--- src/design/ffa_pkg.sv ---
// shared constants, codes and controller/datapath interface types of the allocator
package ffa_pkg;

    localparam int HEAP_GRANULES = 4096;
    localparam int GRANULE_BYTES = 16;
    localparam int HEADER_BYTES  = 4;

    localparam int ADDR_W     = 32;
    localparam int REQ_W      = 16;
    localparam int LIMIT_W    = 17;
    localparam int CFG_IDX_W  = 1;
    localparam int GIDX_W     = $clog2(HEAP_GRANULES);
    localparam int LINK_W     = GIDX_W + 1;
    localparam int GSH        = $clog2(GRANULE_BYTES);
    localparam int HEAP_BYTES = HEAP_GRANULES * GRANULE_BYTES;
    localparam int OFF_W      = $clog2(HEAP_BYTES) + 1;
    localparam int NEED_W     = REQ_W + 1 - GSH;
    localparam int BYTES_W    = NEED_W + GSH;
    localparam int SUM_W      = ((OFF_W > BYTES_W) ? OFF_W : BYTES_W) + 1;

    typedef enum logic [0:0] {
        CMD_ALLOC = 1'b0,
        CMD_FREE  = 1'b1
    } t_cmd;

    typedef enum logic [1:0] {
        ST_OK       = 2'd0,
        ST_OOM      = 2'd1,
        ST_BAD_FREE = 2'd2
    } t_status;

    typedef enum logic [CFG_IDX_W-1:0] {
        CFG_HEAP_BASE  = 1'b0,
        CFG_HEAP_LIMIT = 1'b1
    } t_cfg_idx;

    typedef enum logic [2:0] {
        S_IDLE,
        S_DECODE,
        S_WALK,
        S_EVAL,
        S_CARVE,
        S_FINISH
    } t_state;

    typedef struct packed {
        logic load;
        logic do_free;
        logic start_walk;
        logic advance;
        logic unlink;
        logic carve;
        logic out_load;
    } t_dp_cmd;

    typedef struct packed {
        logic is_free;
        logic walk_end;
        logic fit;
        logic out_free;
    } t_dp_sts;

endpackage

--- src/design/ffa_ctrl.sv ---
// sequencer for decode, free-list walk, carve and result hand-off
module ffa_ctrl import ffa_pkg::*; (
    input  logic    i_clk,
    input  logic    i_rst_n,
    input  logic    i_in_valid,
    input  t_dp_sts i_sts,
    output logic    o_in_ready,
    output t_dp_cmd o_cmd
);

    t_state r_state;
    t_state n_state;

    always_ff @(posedge i_clk) begin
        if (!i_rst_n) begin
            r_state <= S_IDLE;
        end else begin
            r_state <= n_state;
        end
    end

    always_comb begin
        n_state = r_state;
        case (r_state)
            S_IDLE: begin
                if (i_in_valid) begin
                    n_state = S_DECODE;
                end
            end
            S_DECODE: begin
                n_state = i_sts.is_free ? S_FINISH : S_WALK;
            end
            S_WALK: begin
                n_state = i_sts.walk_end ? S_CARVE : S_EVAL;
            end
            S_EVAL: begin
                n_state = i_sts.fit ? S_FINISH : S_WALK;
            end
            S_CARVE: begin
                n_state = S_FINISH;
            end
            S_FINISH: begin
                if (i_sts.out_free) begin
                    n_state = S_IDLE;
                end
            end
            default: begin
                n_state = S_IDLE;
            end
        endcase
    end

    always_comb begin
        o_in_ready = 1'b0;
        o_cmd      = '0;
        case (r_state)
            S_IDLE: begin
                o_in_ready = 1'b1;
                o_cmd.load = i_in_valid;
            end
            S_DECODE: begin
                o_cmd.do_free    = i_sts.is_free;
                o_cmd.start_walk = !i_sts.is_free;
            end
            S_WALK: begin
            end
            S_EVAL: begin
                o_cmd.unlink  = i_sts.fit;
                o_cmd.advance = !i_sts.fit;
            end
            S_CARVE: begin
                o_cmd.carve = 1'b1;
            end
            S_FINISH: begin
                o_cmd.out_load = i_sts.out_free;
            end
            default: begin
            end
        endcase
    end

endmodule

--- config.mk ---
export PLATFORM = sky130hd
export DESIGN_NAME = ffa_ctrl
export DESIGN_NICKNAME = d
export VERILOG_FILES = /design/src/design/ffa_pkg.sv /design/src/design/ffa_ctrl.sv
export SDC_FILE = /design/constraint.sdc
export NUM_CORES = 1
export LEC_CHECK = 0
export BUFFER_PORTS_ARGS = -buffer_cell sky130_fd_sc_hd__buf_2
export CAP_MARGIN = 0
export CORE_AREA = 2 2 39 41
export DETAILED_ROUTE_END_ITERATION = 8
export DIE_AREA = 0 0 41 43
export MAX_ROUTING_LAYER = met4
export PLACE_DENSITY = 0.42
export SLEW_MARGIN = 10
export SYNTH_ARGS = -nofsm -noshare
export SYNTH_HDL_FRONTEND = slang
export SYNTH_SLANG_ARGS = --single-unit
--- constraint.sdc ---
create_clock -name i_clk -period 2.1 [get_ports i_clk]
set_input_delay 0.315 -clock i_clk [delete_from_list [all_inputs] [get_ports i_clk]]
set_output_delay 0.315 -clock i_clk [all_outputs]
set_load 0.05 [all_outputs]
==> impl_metrics.py <==
metrics = {
    "final_layout": {
        "layout.nets": 58,
        "layout-drive-gt1-share": 0.380,
        "fillers": 152,
        "area_growth_pct": 41.7,
        "num_antenna_cells": 0,
        "largest_reg_flops": 3,
        "registers.top_by_ff_count": "r_state",
        "multi_input_area_sq_um": 185,
        "reg_top3": "r_state x3",
        "final_common_cell": "buf_2",
        "seqCellArea_sq_um": 60.1,
    },
    "floorplanning": {
        "initial_core_util": 0.184,
        "die_area_sq_mm": 0.00176,
        "num_rows": 14,
        "die_y_microns": 43,
        "ios": 15,
        "die_w_microns": 41,
        "core-area_sq_mm": 0.00138,
    },
    "route": {
        "vias": 293,
        "wl_per_cell_microns": 9.71,
        "drc": 0,
        "firstDrtPassIters": 3,
        "final_antenna_net_count": 0,
        "wl_microns": 641,
        "via_per_inst": 4.44,
        "first_iter_violations": 2,
    },
    "placed_design": {
        "gp_congestion": 0.694,
        "hpwl_microns": 464,
        "io_buffers": 14,
    },
    "synth": {
        "synth_cell_types": 21,
        "seq_area_frac_synth": 0.235,
        "yosys_warnings": 0,
        "ys_seq_elements": 3,
        "synthesis.area_sq_um": 255,
        "synth_cells": 35,
        "syn_area_per_cell_sq_um": 7.29,
        "syn_nets": 42,
    },
    "grt": {
        "grt_pass1_vias": 241,
        "track_usage": 0.0843,
        "gr-total-overflow": 0,
        "antenna_found_initial": 0,
        "grt_max_degree": 15,
        "grt_pass1_wl_microns": 945,
    },
    "setup_path": {
        "path_class": "register to output port",
        "end_kind": "output port",
        "max_stage_delay_ns": 0.58,
        "worst_setup_path_start_kind": "register",
        "arrival_ns": 1.45,
        "crit_path_max_fanout": 13,
        "ff2ff_path_depth": 4,
        "required_ns": 1.78,
        "timing.rr.end": "r_state[0]",
        "cp_cell_sequence": "nor2b_1, and3_1, buf_2",
        "cp_slowest_cell": "dfxtp_1",
        "r2r-start": "r_state[2]",
        "reg2reg_slack_ns": 0.84,
    },
    "timing": {
        "relSlewSlack": 0.706,
        "whs_ns": 0.332,
        "fmax_mhz": 566,
        "hold_viol_final": 0,
        "setup_viol_count_final": 0,
        "fin_skew_ns": 0.00303,
        "fin_crit_ns": 1.77,
        "max_slew.worst_pin.slew_ns": 0.440,
        "fin_crit_sh": 0.841,
        "rsz0062_at_grt": "false",
        "tns_ns": 0,
        "finalMaxSlewViolations": 0,
    },
    "job": {
        "drv_cap": 0,
    },
    "clock_tree": {
        "post_cts_buffers": 0,
        "cts.htree.levels": 1,
        "cts.clk_slew.worst_paths_ns": 0.04,
        "cts_resized": 0,
        "cts_tree": "yes",
        "cts-root-buf": "clkbuf_4",
        "clockBufferDepth": 2,
        "clock_latency_ns": 0.23,
        "ctsHoldBuffers": 0,
        "numCtsBuffers": 3,
        "cts.sinks": 3,
    },
    "worst_hold_path": {
        "hold_depth": 2,
        "hold_path.class": "primary input to register",
        "min_to": "r_state[2]",
        "worstHoldStart": "i_rst_n",
    },
    "power_and_ir_drop": {
        "p_leak_nw": 0.163,
        "power_density_mw_per_mm2": 977,
        "ir_drop_uv": 229,
    },
    "status": {
        "status": "complete, no violations",
    },
}
## critical path, delay by kind of cell, from the launching register on
kind,cells,cell delay (ns)
DFF,1,0.58
and+or+nand+nor,2,0.38
buffers and inverters,1,0.26
## worst max path at each step
| stage | startpoint | end |
|---|---|---|
| final | r_state[0] | o_cmd[0] |
| after global routing | r_state[0] | o_cmd[4] |
| after CTS | r_state[0] | o_cmd[5] |
| after detailed placement | r_state[0] | o_cmd[5] |
| after global placement | r_state[0] | o_cmd[5] |
| after floorplan | r_state[1] | o_cmd[5] |
## where the power goes
group | internal (mW) | leakage (nW) | total, mW | switching (mW)
sequential | 0.0666 | 0.0247 | 0.0962 | 0.0296
clock | 0.0712 | 0.0150 | 0.101 | 0.0300
combinational | 0.0520 | 0.123 | 0.156 | 0.104
## layer usage
metal | vias up | part of all wire | wire [microns] | GRT usage
met1 | 122 | 0.47 | 299 | 0.109
met2 | 12 | 0.46 | 294 | 0.0938
met4 | 0 | 0 | 0 | 0.0800
li1 | 159 | - | - | -
met5 | - | 0 | 0 | -
met3 | 0 | 0.073 | 47 | 0.0314
## cell families after synthesis
group                  after synthesis  synth area share
AND/OR/NAND/NOR                     21             0.485
AO/OA/AOI/OAI                        7             0.162
flip-flops                           3             0.235
buffers and inverters                3            0.0784
multiplexers                         1            0.0392
## area by class of cell
| type | instances | area share |
|---|---|---|
| Timing Repair Buffer | 14 | 0.194 |
| Multi-Input combinational cell | 29 | 0.512 |
| Sequential cell | 3 | 0.166 |
| Tap cell | 16 | 0.0554 |
| Clock buffer | 4 | 0.0727 |
## per-stage QoR
stage | worst slack [ns] | std cells | total power, mW | utilization | instance area, sq um
finish | 0.333 | 66 | 0.353 | 0.261 | 362
global route | 0.200 | 66 | 0.380 | 0.261 | 362
CTS | 0.315 | 66 | 0.361 | 0.261 | 362
detailed placement | 0.570 | 62 | 0.255 | 0.242 | 335
global placement | 0.566 | 62 | 0.256 | 0.242 | 335
floorplan | 0.0347 | 35 | 0.225 | - | 265
## synthesized netlist by cell type
cell / number / area, sq um
a21oi_1: 3 / 15.0
a311oi_1: 1 / 8.76
and2_1: 1 / 6.26
and3_1: 1 / 6.26
buf_2: 1 / 5.00
buf_6: 1 / 11.3
clkbuf_1: 1 / 3.75
dfxtp_1: 3 / 60.1
mux2i_1: 1 / 10.0
nand2_1: 1 / 3.75
nand2b_1: 3 / 18.8
nand3_1: 1 / 5.00
nand4b_1: 1 / 8.76
nor2_1: 3 / 11.3
nor2b_1: 1 / 6.26
nor3_1: 4 / 20.0
nor3b_1: 4 / 30.0
o21a_1: 1 / 7.51
o21ai_0: 1 / 5.00
o21ai_1: 1 / 5.00
or4_1: 1 / 7.51
No activity file was read; power rests on OpenSTA's default activity.
